==> src/hw/rtl/utf8s_pkg.sv <==
// Shared types, constants and decode functions for the UTF-8 sanitizer.
// Used by utf8s_ctrl, utf8s_dpath and utf8_sanitizer; depends on nothing.

package utf8s_pkg;

    typedef struct packed {
        logic [7:0] data_byte;
        logic       final_byte;
    } raw_t;

    typedef struct packed {
        logic [7:0] out_byte;
        logic       run_last;
        logic       string_done;
        logic       is_replacement;
    } clean_t;

    // Four-byte scan window: the held prefix plus the newly accepted byte.
    typedef logic [3:0][7:0] win_t;

    typedef enum logic [1:0] {
        SCAN_EMPTY,
        SCAN_HOLD,
        SCAN_PASS,
        SCAN_REPL
    } scan_kind_t;

    typedef struct packed {
        scan_kind_t kind;
        logic [2:0] len;
    } scan_t;

    // Datapath commands from the controller.
    typedef struct packed {
        logic       accept;
        logic       emit;
        logic       emit_repl;
        logic [1:0] repl_idx;
        logic       emit_last;
        logic       shift;
    } dp_cmd_t;

    // Datapath status toward the controller.
    typedef struct packed {
        scan_t      scan;
        logic       rem_last;
        logic [2:0] count;
        logic       out_free;
    } dp_status_t;

    localparam logic [7:0] LEAD2_LO   = 8'hc2;
    localparam logic [7:0] LEAD2_HI   = 8'hdf;
    localparam logic [7:0] LEAD3_LO   = 8'he0;
    localparam logic [7:0] LEAD3_SURR = 8'hed;
    localparam logic [7:0] LEAD4_LO   = 8'hf0;
    localparam logic [7:0] LEAD4_HI   = 8'hf4;
    localparam logic [7:0] CONT_LO    = 8'h80;
    localparam logic [7:0] CONT_HI    = 8'hbf;
    localparam logic [7:0] E0_LO      = 8'ha0;
    localparam logic [7:0] ED_HI      = 8'h9f;
    localparam logic [7:0] F0_LO      = 8'h90;
    localparam logic [7:0] F4_HI      = 8'h8f;
    localparam logic [7:0] REPL_B0    = 8'hef;
    localparam logic [7:0] REPL_B1    = 8'hbf;
    localparam logic [7:0] REPL_B2    = 8'hbd;
    localparam logic [1:0] REPL_LAST  = 2'd2;

    function automatic logic [2:0] seq_len(input logic [7:0] lead);
        logic [2:0] len;
        if (lead <= 8'h7f)
            len = 3'd1;
        else if (lead >= LEAD2_LO && lead <= LEAD2_HI)
            len = 3'd2;
        else if (lead >= LEAD3_LO && lead < LEAD4_LO)
            len = 3'd3;
        else if (lead >= LEAD4_LO && lead <= LEAD4_HI)
            len = 3'd4;
        else
            len = 3'd0;
        return len;
    endfunction

    function automatic logic byte_ok(input logic [7:0] lead, input logic [1:0] pos,
                                     input logic [7:0] b);
        logic ok;
        ok = (b >= CONT_LO && b <= CONT_HI);
        if (pos == 2'd1) begin
            if (lead == LEAD3_LO)
                ok = (b >= E0_LO && b <= CONT_HI);
            else if (lead == LEAD3_SURR)
                ok = (b >= CONT_LO && b <= ED_HI);
            else if (lead == LEAD4_LO)
                ok = (b >= F0_LO && b <= CONT_HI);
            else if (lead == LEAD4_HI)
                ok = (b >= CONT_LO && b <= F4_HI);
        end
        return ok;
    endfunction

    // Decision on the front of the window: pass a whole sequence, replace
    // the lead, hold an incomplete prefix, or nothing to do.
    function automatic scan_t classify(input win_t win, input logic [2:0] n,
                                       input logic fin);
        scan_t      res;
        logic       ok;
        logic [2:0] len;
        len = seq_len(win[0]);
        ok  = (len != 3'd0);
        for (int i = 1; i < 4; i++) begin
            if (3'(i) < n && 3'(i) < len && !byte_ok(win[0], 2'(i), win[i]))
                ok = 1'b0;
        end
        res.len = len;
        if (n == 3'd0)
            res.kind = SCAN_EMPTY;
        else if (ok && n < len)
            res.kind = fin ? SCAN_REPL : SCAN_HOLD;
        else if (ok)
            res.kind = SCAN_PASS;
        else
            res.kind = SCAN_REPL;
        return res;
    endfunction

    function automatic logic [7:0] repl_byte(input logic [1:0] idx);
        logic [7:0] b;
        case (idx)
            2'd0:    b = REPL_B0;
            2'd1:    b = REPL_B1;
            default: b = REPL_B2;
        endcase
        return b;
    endfunction

endpackage

==> src/hw/rtl/utf8s_dpath.sv <==
// Datapath of the UTF-8 sanitizer: scan window, decode, output register.
// Depends on utf8s_pkg; driven by commands from utf8s_ctrl.

module utf8s_dpath (
    input  logic                  clk,
    input  logic                  rst_n,
    input  utf8s_pkg::raw_t       raw,
    input  utf8s_pkg::dp_cmd_t    cmd,
    output utf8s_pkg::dp_status_t status,
    output logic                  clean_valid,
    input  logic                  clean_ready,
    output utf8s_pkg::clean_t     clean
);
    import utf8s_pkg::*;

    win_t       win_reg,       win_next;
    logic [2:0] count_reg,     count_next;
    logic       final_reg,     final_next;
    clean_t     out_reg,       out_next;
    logic       out_valid_reg, out_valid_next;

    scan_t      scan;
    scan_t      rem_scan;
    win_t       rem_win;
    logic [2:0] rem_n;
    logic [2:0] step;

    assign scan = classify(win_reg, count_reg, final_reg);

    // Look one group ahead so the last byte of a group knows whether it
    // closes the run of results for this request.
    always_comb
    begin
        logic [2:0] j;
        step  = (scan.kind == SCAN_PASS) ? scan.len : 3'd1;
        rem_n = count_reg - step;
        for (int i = 0; i < 4; i++) begin
            j = 3'(i) + step;
            rem_win[i] = j[2] ? 8'h00 : win_reg[j[1:0]];
        end
        rem_scan = classify(rem_win, rem_n, final_reg);
    end

    assign status.scan     = scan;
    assign status.rem_last = (rem_n == 3'd0) || (rem_scan.kind == SCAN_HOLD);
    assign status.count    = count_reg;
    assign status.out_free = !out_valid_reg || clean_ready;

    always_comb
    begin
        win_next       = win_reg;
        count_next     = count_reg;
        final_next     = final_reg;
        out_next       = out_reg;
        out_valid_next = out_valid_reg;
        if (cmd.accept) begin
            win_next[count_reg[1:0]] = raw.data_byte;
            count_next               = count_reg + 3'd1;
            final_next               = raw.final_byte;
        end
        if (cmd.shift) begin
            for (int i = 0; i < 3; i++)
                win_next[i] = win_reg[i + 1];
            count_next = count_reg - 3'd1;
        end
        if (cmd.emit) begin
            out_next.out_byte       = cmd.emit_repl ? repl_byte(cmd.repl_idx) : win_reg[0];
            out_next.run_last       = cmd.emit_last;
            out_next.string_done    = cmd.emit_last && final_reg;
            out_next.is_replacement = cmd.emit_repl;
            out_valid_next          = 1'b1;
        end else if (clean_ready) begin
            out_valid_next = 1'b0;
        end
    end

    always_ff @(posedge clk or negedge rst_n)
    begin
        if (!rst_n) begin
            count_reg     <= 3'd0;
            final_reg     <= 1'b0;
            out_valid_reg <= 1'b0;
        end else begin
            count_reg     <= count_next;
            final_reg     <= final_next;
            out_valid_reg <= out_valid_next;
        end
    end

    always_ff @(posedge clk)
    begin
        win_reg <= win_next;
        out_reg <= out_next;
    end

    assign clean_valid = out_valid_reg;
    assign clean       = out_reg;

    a_count_range: assert property (@(posedge clk) disable iff (!rst_n)
        count_reg <= 3'd4)
        else $error("scan window count out of range");

    a_emit_free: assert property (@(posedge clk) disable iff (!rst_n)
        cmd.emit |-> status.out_free)
        else $error("emit into an occupied output register");

endmodule

==> src/hw/rtl/utf8s_ctrl.sv <==
// Controller of the UTF-8 sanitizer: sequences accept, scan and emit.
// Depends on utf8s_pkg; drives utf8s_dpath through dp_cmd_t.

module utf8s_ctrl (
    input  logic                  clk,
    input  logic                  rst_n,
    input  logic                  raw_valid,
    output logic                  raw_ready,
    input  utf8s_pkg::dp_status_t status,
    output utf8s_pkg::dp_cmd_t    cmd
);
    import utf8s_pkg::*;

    typedef enum logic [1:0] {
        ST_IDLE,
        ST_SCAN,
        ST_EMIT
    } state_t;

    state_t     state_reg, state_next;
    logic       repl_reg,  repl_next;
    logic [1:0] left_reg,  left_next;
    logic [1:0] idx_reg,   idx_next;
    logic       last_reg,  last_next;

    assign raw_ready = (state_reg == ST_IDLE);

    always_comb
    begin
        state_next    = state_reg;
        repl_next     = repl_reg;
        left_next     = left_reg;
        idx_next      = idx_reg;
        last_next     = last_reg;
        cmd           = '0;
        cmd.repl_idx  = idx_reg;
        cmd.emit_repl = repl_reg;
        unique case (state_reg)
            ST_IDLE:
            begin
                if (raw_valid) begin
                    cmd.accept = 1'b1;
                    state_next = ST_SCAN;
                end
            end
            ST_SCAN:
            begin
                case (status.scan.kind) inside
                    SCAN_PASS, SCAN_REPL:
                    begin
                        repl_next  = (status.scan.kind == SCAN_REPL);
                        left_next  = (status.scan.kind == SCAN_REPL) ? REPL_LAST
                                                                     : 2'(status.scan.len - 3'd1);
                        idx_next   = 2'd0;
                        last_next  = status.rem_last;
                        state_next = ST_EMIT;
                    end
                    default:
                        state_next = ST_IDLE;
                endcase
            end
            ST_EMIT:
            begin
                if (status.out_free) begin
                    cmd.emit      = 1'b1;
                    cmd.emit_last = last_reg && (left_reg == 2'd0);
                    // A passed byte leaves the window as it goes out; a
                    // replacement drops the lead after its third byte.
                    cmd.shift     = !repl_reg || (left_reg == 2'd0);
                    left_next     = left_reg - 2'd1;
                    idx_next      = idx_reg + 2'd1;
                    if (left_reg == 2'd0)
                        state_next = last_reg ? ST_IDLE : ST_SCAN;
                end
            end
            default:
                state_next = ST_IDLE;
        endcase
    end

    always_ff @(posedge clk or negedge rst_n)
    begin
        if (!rst_n) begin
            state_reg <= ST_IDLE;
            repl_reg  <= 1'b0;
            left_reg  <= 2'd0;
            idx_reg   <= 2'd0;
            last_reg  <= 1'b0;
        end else begin
            state_reg <= state_next;
            repl_reg  <= repl_next;
            left_reg  <= left_next;
            idx_reg   <= idx_next;
            last_reg  <= last_next;
        end
    end

    a_idle_settled: assert property (@(posedge clk) disable iff (!rst_n)
        state_reg == ST_IDLE |->
            (status.scan.kind == SCAN_EMPTY || status.scan.kind == SCAN_HOLD))
        else $error("idle with a decidable window");

    a_emit_nonempty: assert property (@(posedge clk) disable iff (!rst_n)
        state_reg == ST_EMIT |-> status.count != 3'd0)
        else $error("emitting from an empty window");

    a_idle_room: assert property (@(posedge clk) disable iff (!rst_n)
        state_reg == ST_IDLE |-> status.count <= 3'd3)
        else $error("no room for the next request");

    a_last_closes: assert property (@(posedge clk) disable iff (!rst_n)
        cmd.emit_last |=> state_reg == ST_IDLE)
        else $error("run ended but controller kept going");

endmodule

==> src/hw/rtl/utf8_sanitizer.sv <==
// Top level of the UTF-8 sanitizer: controller plus datapath.
// Depends on utf8s_pkg, utf8s_ctrl and utf8s_dpath.

// Streams a byte string, one byte per request, and passes well-formed UTF-8
// through unchanged while every invalid or truncated sequence becomes
// EF BF BD with only its lead byte dropped. Each request is accepted, then
// scanned, then emitted one output byte at a time, with one more scan per
// further group it completes. The pace is set by the controller's
// accept-scan-emit sequence and the single output register, which sends one
// byte per cycle while clean_ready is high. Bytes of an incomplete sequence
// are held until it completes or the string ends. The output register lets
// the next request in while a result waits.

module utf8_sanitizer (
    input  logic              clk,
    input  logic              rst_n,
    input  logic              raw_valid,
    output logic              raw_ready,
    input  utf8s_pkg::raw_t   raw,
    output logic              clean_valid,
    input  logic              clean_ready,
    output utf8s_pkg::clean_t clean
);
    import utf8s_pkg::*;

    dp_cmd_t    cmd;
    dp_status_t status;

    utf8s_ctrl u_ctrl (
        .clk       (clk),
        .rst_n     (rst_n),
        .raw_valid (raw_valid),
        .raw_ready (raw_ready),
        .status    (status),
        .cmd       (cmd)
    );

    utf8s_dpath u_dpath (
        .clk         (clk),
        .rst_n       (rst_n),
        .raw         (raw),
        .cmd         (cmd),
        .status      (status),
        .clean_valid (clean_valid),
        .clean_ready (clean_ready),
        .clean       (clean)
    );

endmodule
==> config.mk <==
export PLATFORM = sky130hd
export DESIGN_NAME = utf8_sanitizer
export DESIGN_NICKNAME = d
export VERILOG_FILES = /design/src/hw/rtl/utf8s_pkg.sv /design/src/hw/rtl/utf8s_dpath.sv /design/src/hw/rtl/utf8s_ctrl.sv /design/src/hw/rtl/utf8_sanitizer.sv
export SDC_FILE = /design/constraint.sdc
export NUM_CORES = 1
export LEC_CHECK = 0
export BUFFER_PORTS_ARGS = -buffer_cell sky130_fd_sc_hd__buf_4
export CORE_ASPECT_RATIO = 1.2
export CORE_MARGIN = 2
export CORE_UTILIZATION = 52
export CTS_BUF_LIST = sky130_fd_sc_hd__clkbuf_4
export CTS_CLUSTER_SIZE = 12
export DETAILED_ROUTE_END_ITERATION = 6
export MAX_ROUTING_LAYER = met4
export PLACE_DENSITY_LB_ADDON = 0.05
export SYNTH_ARGS = -nofsm -noshare
export SYNTH_HDL_FRONTEND = slang
export SYNTH_HIERARCHICAL = 1
export SYNTH_SLANG_ARGS = --single-unit
==> constraint.sdc <==
create_clock -name clk -period 8.2 [get_ports clk]
set_input_delay 0.41 -clock clk [delete_from_list [all_inputs] [get_ports clk]]
set_output_delay 0.41 -clock clk [all_outputs]
set_load 0.03 [all_outputs]
=== Yosys cells after proc, flatten, opt, wreduce, memory -nomap -nowiden ===
Cells that the tools add are included.

* Bits in registers: 56
* Word-level logic and storage cells: 231

* Equality and inequality tests: 18
* Reductions and logical operators: 62
* Add/sub/neg operators: 9
* Muxes and demuxes: 72
* Magnitude comparators: 54

{| class="wikitable"
|+ Operators by type and width
! kind !! number
|-
| >= comparator 8 bit, second input constant || 16
|-
| less-or-equal comparator 8 bit, second input constant || 14
|-
| 2-to-1 mux 8 bit || 10
|-
| binary-select mux 8 bit (select 2 bit) || 4
|-
| equality test 8 bit, second input constant || 8
|-
| 2-to-1 mux 24 bit || 2
|-
| logical AND 1 bit || 37
|-
| 2-to-1 mux 3 bit || 11
|-
| bitwise mux 32 bit || 1
|-
| 2-to-1 mux 2 bit || 16
|-
| < comparator 2 x 3 -> 1 bit, first input constant || 8
|-
| 2-to-1 mux 1 bit || 23
|-
| demux 8 bit (select 2 bit) || 1
|-
| less-or-equal comparator 8 x 7 -> 1 bit, second input constant || 2
|-
| < comparator 8 bit, second input constant || 2
|-
| < comparator 2 x 3 -> 1 bit, second input constant || 5
|-
| one-hot mux 7 bit (2 select lines) || 1
|-
| < comparator 1 x 3 -> 1 bit, first input constant || 4
|-
| zero test 1 bit || 8
|-
| one-hot mux 2 bit (2 select lines) || 2
|-
| adder 2 x 3 -> 3 bit, first input constant || 2
|-
| equality test 2 x 1 -> 1 bit, second input constant || 3
|-
| equality test 2 bit, second input constant || 3
|-
| zero test 2 bit || 3
|-
| 18 further kinds || 29
|}

=== Logic depth before layout (Yosys ltp) ===
Gate-level depths: netlist (run 1).

* Word-level depth: 37
* Depth in mapped cells: 24
* Mapped depth without buffers: 22

=== Hierarchy ===
Netlist (run 1), hierarchy kept.

{| class="wikitable"
|+ By module, submodules not included
! module !! instances !! cells each !! area an instance (sq um)
|-
| utf8s_dpath || 1 || 284 || 3,123.0
|-
| utf8s_ctrl || 1 || 52 || 466.7
|}

=== Least setup slack after synthesis (run 1) ===
Ideal clock, no wire load.

* Kind: flip-flop to flip-flop
* Start: register u_dpath/win_reg[0] (netlist name)
* End: register u_ctrl.last_reg
* Arrival time: 4,583 ps
* Period minus slack after synthesis: 4,648 ps
* Stages on the path, launching flop included: 20
* Setup slack: 3,552 ps
* Cells stage by stage: edfxtp_1 > o21a_1 > or3b_2 > or2_2 > ha_1 > o31ai_2 > buf_2 > nor4_2 > nand2_1 > ha_1 > inv_1 > fa_1 > xor2_1 > xnor2_1 > ha_1 > a2111oi_0 > o211ai_1 > a22oi_1 > nand2_1 > nand2_1

{| class="wikitable"
|+ RTL lines
! element !! line !! text
|-
| from (decl) || utf8s_dpath.sv:16 || <nowiki>win_t win_reg, win_next;</nowiki>
|-
| from (signal assigned) || utf8s_dpath.sv:92 || <nowiki>win_reg <= win_next;</nowiki>
|-
| to (signal assigned) || utf8s_ctrl.sv:94 || <nowiki>last_reg <= last_next;</nowiki>
|-
| to (decl) || utf8s_ctrl.sv:24 || <nowiki>logic last_reg, last_next;</nowiki>
|}

==> impl_metrics.ini, run 1 <==
[clocking]
htree_levels = 2
clockBufferDepth = 2
clock-root-buffer = clkbuf_4
numCtsBuffers = 5
clk_pin_slew_worst_paths_ns = 0.17
cts_tree = yes
cts_sinks = 56
clock_latency_ns = 0.39

[finish]
syn_to_final_growth_pct = 9.481
multi_input_area_um2 = 1853
nets = 389
register_area_um2 = 1617
largest_reg_flops = 32
drive_gt1_share_pct = 19.67
n_antenna_cell = 0
num-fill-cells = 605
utilization_pct = 58.04

[worst_hold_path]
hp-class = in2reg
min_path_cells = 1

[synthesis]
yosys.area_share.adder_pct = 5.786
synth-edff-count = 43
syn-num-nets = 365
synth.most_common_cell = edfxtp_1
ys_seq_elements = 56
synth-compound-area-share_pct = 21.65
synthFlopType = edfxtp_1
synthMuxAreaShare_pct = 3.276
synthTopCellsByArea = edfxtp_1 36%, dfrtp_1 9.1%, a22o_1 5.4%
synth_top_area_share_pct = 35.97
ys_warn_count = 6
synth-simple-area-share_pct = 18.61
syn_area_um2 = 3590
post_synth_num_cell_types = 69
synthXorXnorAreaFrac_pct = 2.196
yosys.area.top_type = edfxtp_1
yosys-top-cells-count = 43 x edfxtp_1, 34 x nand2_1, 22 x a22o_1, 21 x a21oi_1, 20 x nor2_1
synth_top_family_by_area = compound AO/OA/AOI/OAI gates
async_reset_ff_share_pct = 23.21
yosysSeqAreaShare_pct = 45.03
syn_avg_cell_area_um2 = 10.68
syn_inst = 336

[floorplan]
start_util_pct = 53.01
fp-row-count = 33
io_pins = 26
core_um2 = 6771
fp.dieH_um = 95.02
die-area_um2 = 7586
die_w_um = 79.85

[critical_path]
slowest_stage = edfxtp_1
path_buf_inv = 3
crit_type = reg2reg
reg2reg_slack_ns = 2.96
arrival_ns = 5.58
ff2ff_path_depth = 22
crit_family = compound AO/OA/AOI/OAI gates
path_cells = nor3_1 > a21oi_1 > and2_1 > inv_1 > ha_1 > o21ai_0 > a41oi_1 > o31ai_2 > buf_4 > nor4_2 > nand2_1 > ha_1 > inv_1 > fa_1 > xor2_1 > xnor2_1 > ha_1 > a2111oi_0 > o211ai_1 > a22oi_1 > nand2_1 > nand2_1
critPathMaxStageDelay_ns = 0.58
timing.rr.start = u_dpath/win_reg[5]
worstPathMaxFanout = 13
r2r_end = u_ctrl/last_reg
crit_end = u_ctrl/last_reg
cp-startpoint = u_dpath/win_reg[5]
cp_num_cells = 22
cp-start-kind = register
worst_setup_path_end_kind = register
cp.required_ns = 8.54

[pwr]
p_leak_nw = 1.557
vdd_ir_drop_max_v = 0.0001634
powerDensity_nw_per_um2 = 423.6

[drt]
vias = 2784
dr.pass1.iters = 5
via_per_inst = 6.214
first_iter_violations = 140
ant_nets = 0
drc = 0
drt_wl_total_um = 8980
wl_per_cell_um = 20.04

[global_route]
antenna_found_initial = 0
track_usage_pct = 25.42
grt_pass1_wl_um = 14140
grt_pass1_vias = 2674
grt_overflow = 0
grt_max_degree = 38

[sta]
slew_headroom_pct = 59.12
report.final.setup_viol = 0
slew_viol_final = 0
finalCritPeriodShare_pct = 63.91
fin_skew_ns = 0.01178
rsz0062_at_grt = no
whs_ns = 0.1970
finalHoldViolCount = 0
final.setup.tns_ns = 0
finalCriticalPeriod_ns = 5.241
clock.fmax_mhz = 190.8
worstMarginPinSlew_ns = 0.6132

[placed_design]
routabilityCongestion = 0.9967
hpwl_um = 6786
port_buffers = 25

[flow_run]
drv_cap = 0

[status]
status = complete, no violations
where the power goes:
| part | internal [mW] | switching [mW] | total [mW] |
|---|---|---|---|
| Combinational | 0.374 | 0.577 | 0.951 |
| Sequential | 0.454 | 0.131 | 0.585 |
| Clock | 0.0359 | 0.0924 | 0.128 |
worst min path at each step:
stage           start              endpoint  slack (ns)
2_1_floorplan   rst_n     u_ctrl/idx_reg[0]        0.11
3_3_place_gp    rst_n   u_dpath/clean_valid        0.27
3_5_place_dp    rst_n  u_dpath/count_reg[1]        0.27
4_1_cts        raw[7]   u_dpath/win_reg[30]        0.18
5_1_grt        raw[7]   u_dpath/win_reg[30]        0.16
6_report       raw[7]   u_dpath/win_reg[30]        0.20
layout make-up:
cell class | count | share of cell area, %
multi-input cells | 249 | 47.15
inverters | 20 | 1.910
clock buffers | 5 | 0.9551
well taps | 87 | 2.770
repair buffers | 28 | 5.412
flip-flops and latches | 56 | 41.13
clock inverters | 3 | 0.6686
cell families after synthesis:
group                      Yosys count
and+or+nand+nor                    116
buffers and inverters               31
DFF                                 56
muxes                                9
adders and majority gates           16
AOI/OAI and AO/OA                   99
xor gates and xnor gates             9
cells in the final DEF (no fill, tap or decap), types with 6 or more instances in the layout:
cell,n
dfrtp_1,13
nor2_1,20
nand2_1,34
o21ai_0,7
edfxtp_1,43
nor3_1,8
or2_2,7
nor2b_1,6
ha_1,15
and2_1,7
a31oi_1,8
a21oi_1,20
a22o_1,22
nor4_1,6
buf_4,27
inv_1,19
stage by stage:
stage,worst slack (ns),std cells,area [um^2],power (mW)
after global placement,3.218,439,3856,1.517
after global routing,2.485,448,3930,1.784
after detailed placement,2.988,439,3856,1.532
final,2.959,448,3930,1.665
after CTS,2.948,448,3930,1.664
after floorplan,3.552,336,3590,1.272
repair_timing:
item                                    4_1_cts  5_1_grt
endpoints found under the setup margin        0        0
gates resized for setup                       0        0
hold buffers                                  1        0
buffers inserted                              0        0
endpoints found under the hold margin        13        0
routing by layer:
| metal | wire length (um) | global-route usage, % |
|---|---|---|
| met5 | 0 | - |
| met3 | 479 | 4.451 |
| met1 | 3466 | 27.66 |
| met2 | 4735 | 46.64 |
| met4 | 298 | 8.757 |
Note: power is estimated with default switching activity, not from simulation.
==> run 2, diff against run 1 <==
==> constraint.sdc (replaced) <==
create_clock -name clk -period 4.85 [get_ports clk]
set_input_delay 0.2425 -clock clk [delete_from_list [all_inputs] [get_ports clk]]
set_output_delay 0.2425 -clock clk [all_outputs]
set_load 0.03 [all_outputs]
==> run 2 against run 1 <==
Net effect: cell count up 7.6%; fmax grew 13%; highest routed layer unchanged; power grew 90%; largest cell class unchanged; combinational power rose by 110%.
==> impl_metrics.ini, run 2 (synthesis results as in run 1) <==
[drt]
first_iter_violations = 158
dr.pass1.iters = 5
drt_wl_total_um = 9228
wl_per_cell_um = 19.15
ant_nets = 0
via_per_inst = 6.145
vias = 2962
drc = 0

[finish]
drive_gt1_share_pct = 29.87
syn_to_final_growth_pct = 19.38
n_antenna_cell = 0
register_area_um2 = 1617
stdcell_count = 482
final_common_cell = buf_4
multi_input_area_um2 = 1944
num-fill-cells = 570
largest_reg_flops = 32
nets = 423
final_cell_mix = 59 x buf_4, 43 x edfxtp_1, 32 x nand2_1

[floorplan]
start_util_pct = 53.01
core_um2 = 6771
die-area_um2 = 7586
fp.dieH_um = 95.02
io_pins = 26
die_w_um = 79.85
fp-row-count = 33

[pwr]
powerDensity_nw_per_um2 = 737.2
switching_power_mw = 1.461
p_leak_nw = 1.741
intPower_mw = 1.698
p_total_mw = 3.159
combPwrFrac_pct = 62.7
clockPowerShare_pct = 7.1
power_frac_seq_pct = 30.2
vdd_ir_drop_max_v = 0.0002974
switching_share_pct = 46.25

[clocking]
cts_sinks = 56
htree_levels = 2
cts_tree = yes
clock-root-buffer = clkbuf_4
clk_pin_slew_worst_paths_ns = 0.18
clockBufferDepth = 2
clock_latency_ns = 0.39
numCtsBuffers = 5

[sta]
setup_ws_ns = 0.2059
slew_headroom_pct = 29.24
report.final.setup_viol = 0
finalCritPeriodShare_pct = 95.75
fin_skew_ns = 0.01398
final.setup.tns_ns = 0
whs_ns = 0.03714
worstMarginPinSlew_ns = 1.061
clock.fmax_mhz = 215.3
finalCriticalPeriod_ns = 4.644
slew_viol_final = 0
finalHoldViolCount = 0

[critical_path]
cp.required_ns = 5.20
arrival_ns = 4.99
worstPathMaxFanout = 7
worst_setup_path_end_kind = register
crit_type = reg2reg
timing.rr.start = u_dpath/win_reg[1]
cp-start-kind = register
cp-startpoint = u_dpath/win_reg[1]

[worst_hold_path]
hold_start = raw[3]
hp-class = in2reg

[global_route]
antenna_found_initial = 0
grt_pass1_vias = 2894
grt_max_degree = 25
grt_pass1_wl_um = 14500
track_usage_pct = 25.78
grt_overflow = 0

[placed_design]
hpwl_um = 6785
routabilityCongestion = 0.9205
dp_slack_ns = -0.2915
port_buffers = 25
dp_cells = 456

[status]
status = complete, no violations

[flow_run]
drv_cap = 0
## run 2: worst paths after layout
kind | endpoint | slack, ns | depth (start not counted)
min reg2reg | u_ctrl/last_reg | 0.52 | 2
max reg2reg | u_ctrl/last_reg | 0.21 | 20
max in group asynchronous | u_dpath/count_reg[0] | 4.48 | 2
min | u_dpath/win_reg[26] | 0.04 | 1
max | u_ctrl/last_reg | 0.21 | 20
min in group asynchronous | u_dpath/count_reg[2] | 0.20 | 2
## run 2: power groups by stage
stage	sequential, mW	combinational (mW)	clock, mW
after detailed placement	0.954	1.69	0
final	0.954	1.98	0.225
after global routing	0.977	2.15	0.247
after global placement	0.951	1.67	0
after floorplan	0.962	1.19	0
after CTS	0.943	1.77	0.231
## run 2: layout make-up
type,instances,area share (%)
repair buffers,62,11.07
clock inverters,3,0.6715
clock buffers,5,0.8759
well taps,87,2.540
flip-flops and latches,56,37.72
inverters,20,1.752
multi-input cells,249,45.37
## run 2: worst max-delay path: stages (launching register included)
cell      delay (ns)
edfxtp_1        0.43
o21a_1          0.23
or3b_2          0.44
or2_4           0.26
ha_4            0.27
nor2_1          0.05
nor2_2          0.17
o31ai_4         0.14
buf_4           0.16
nor4_2          0.23
nand2_2         0.16
buf_4           0.17
ha_1            0.43
mux4_2          0.60
o21ai_1         0.19
xnor2_1         0.09
a31oi_1         0.15
o21ai_0         0.12
a22oi_1         0.18
nand2_1         0.07
nand2_1         0.05
## run 2: metrics by stage
step	area [um^2]	utilization [%]
after floorplan	3590	-
after CTS	4099	60.53
after detailed placement	3984	58.83
final	4285	63.29
after global routing	4285	63.29
after global placement	3984	58.83
## run 2: metal layers
metal | routed length (um) | up-vias | track usage, %
li1 | - | 1386 | -
met1 | 3663 | 1428 | 29.16
met2 | 4781 | 111 | 46.22
met3 | 377 | 37 | 3.220
met4 | 406 | 0 | 10.45
met5 | 0 | - | -
## run 2: what timing repair did
action | in CTS | in global routing
endpoints found under the hold margin | 13 | 1
resized for setup | 1 | 17
setup buffers | 4 | 12
setup endpoints to repair | 1 | 1
pin swaps | 1 | 14
hold buffers | 1 | 1
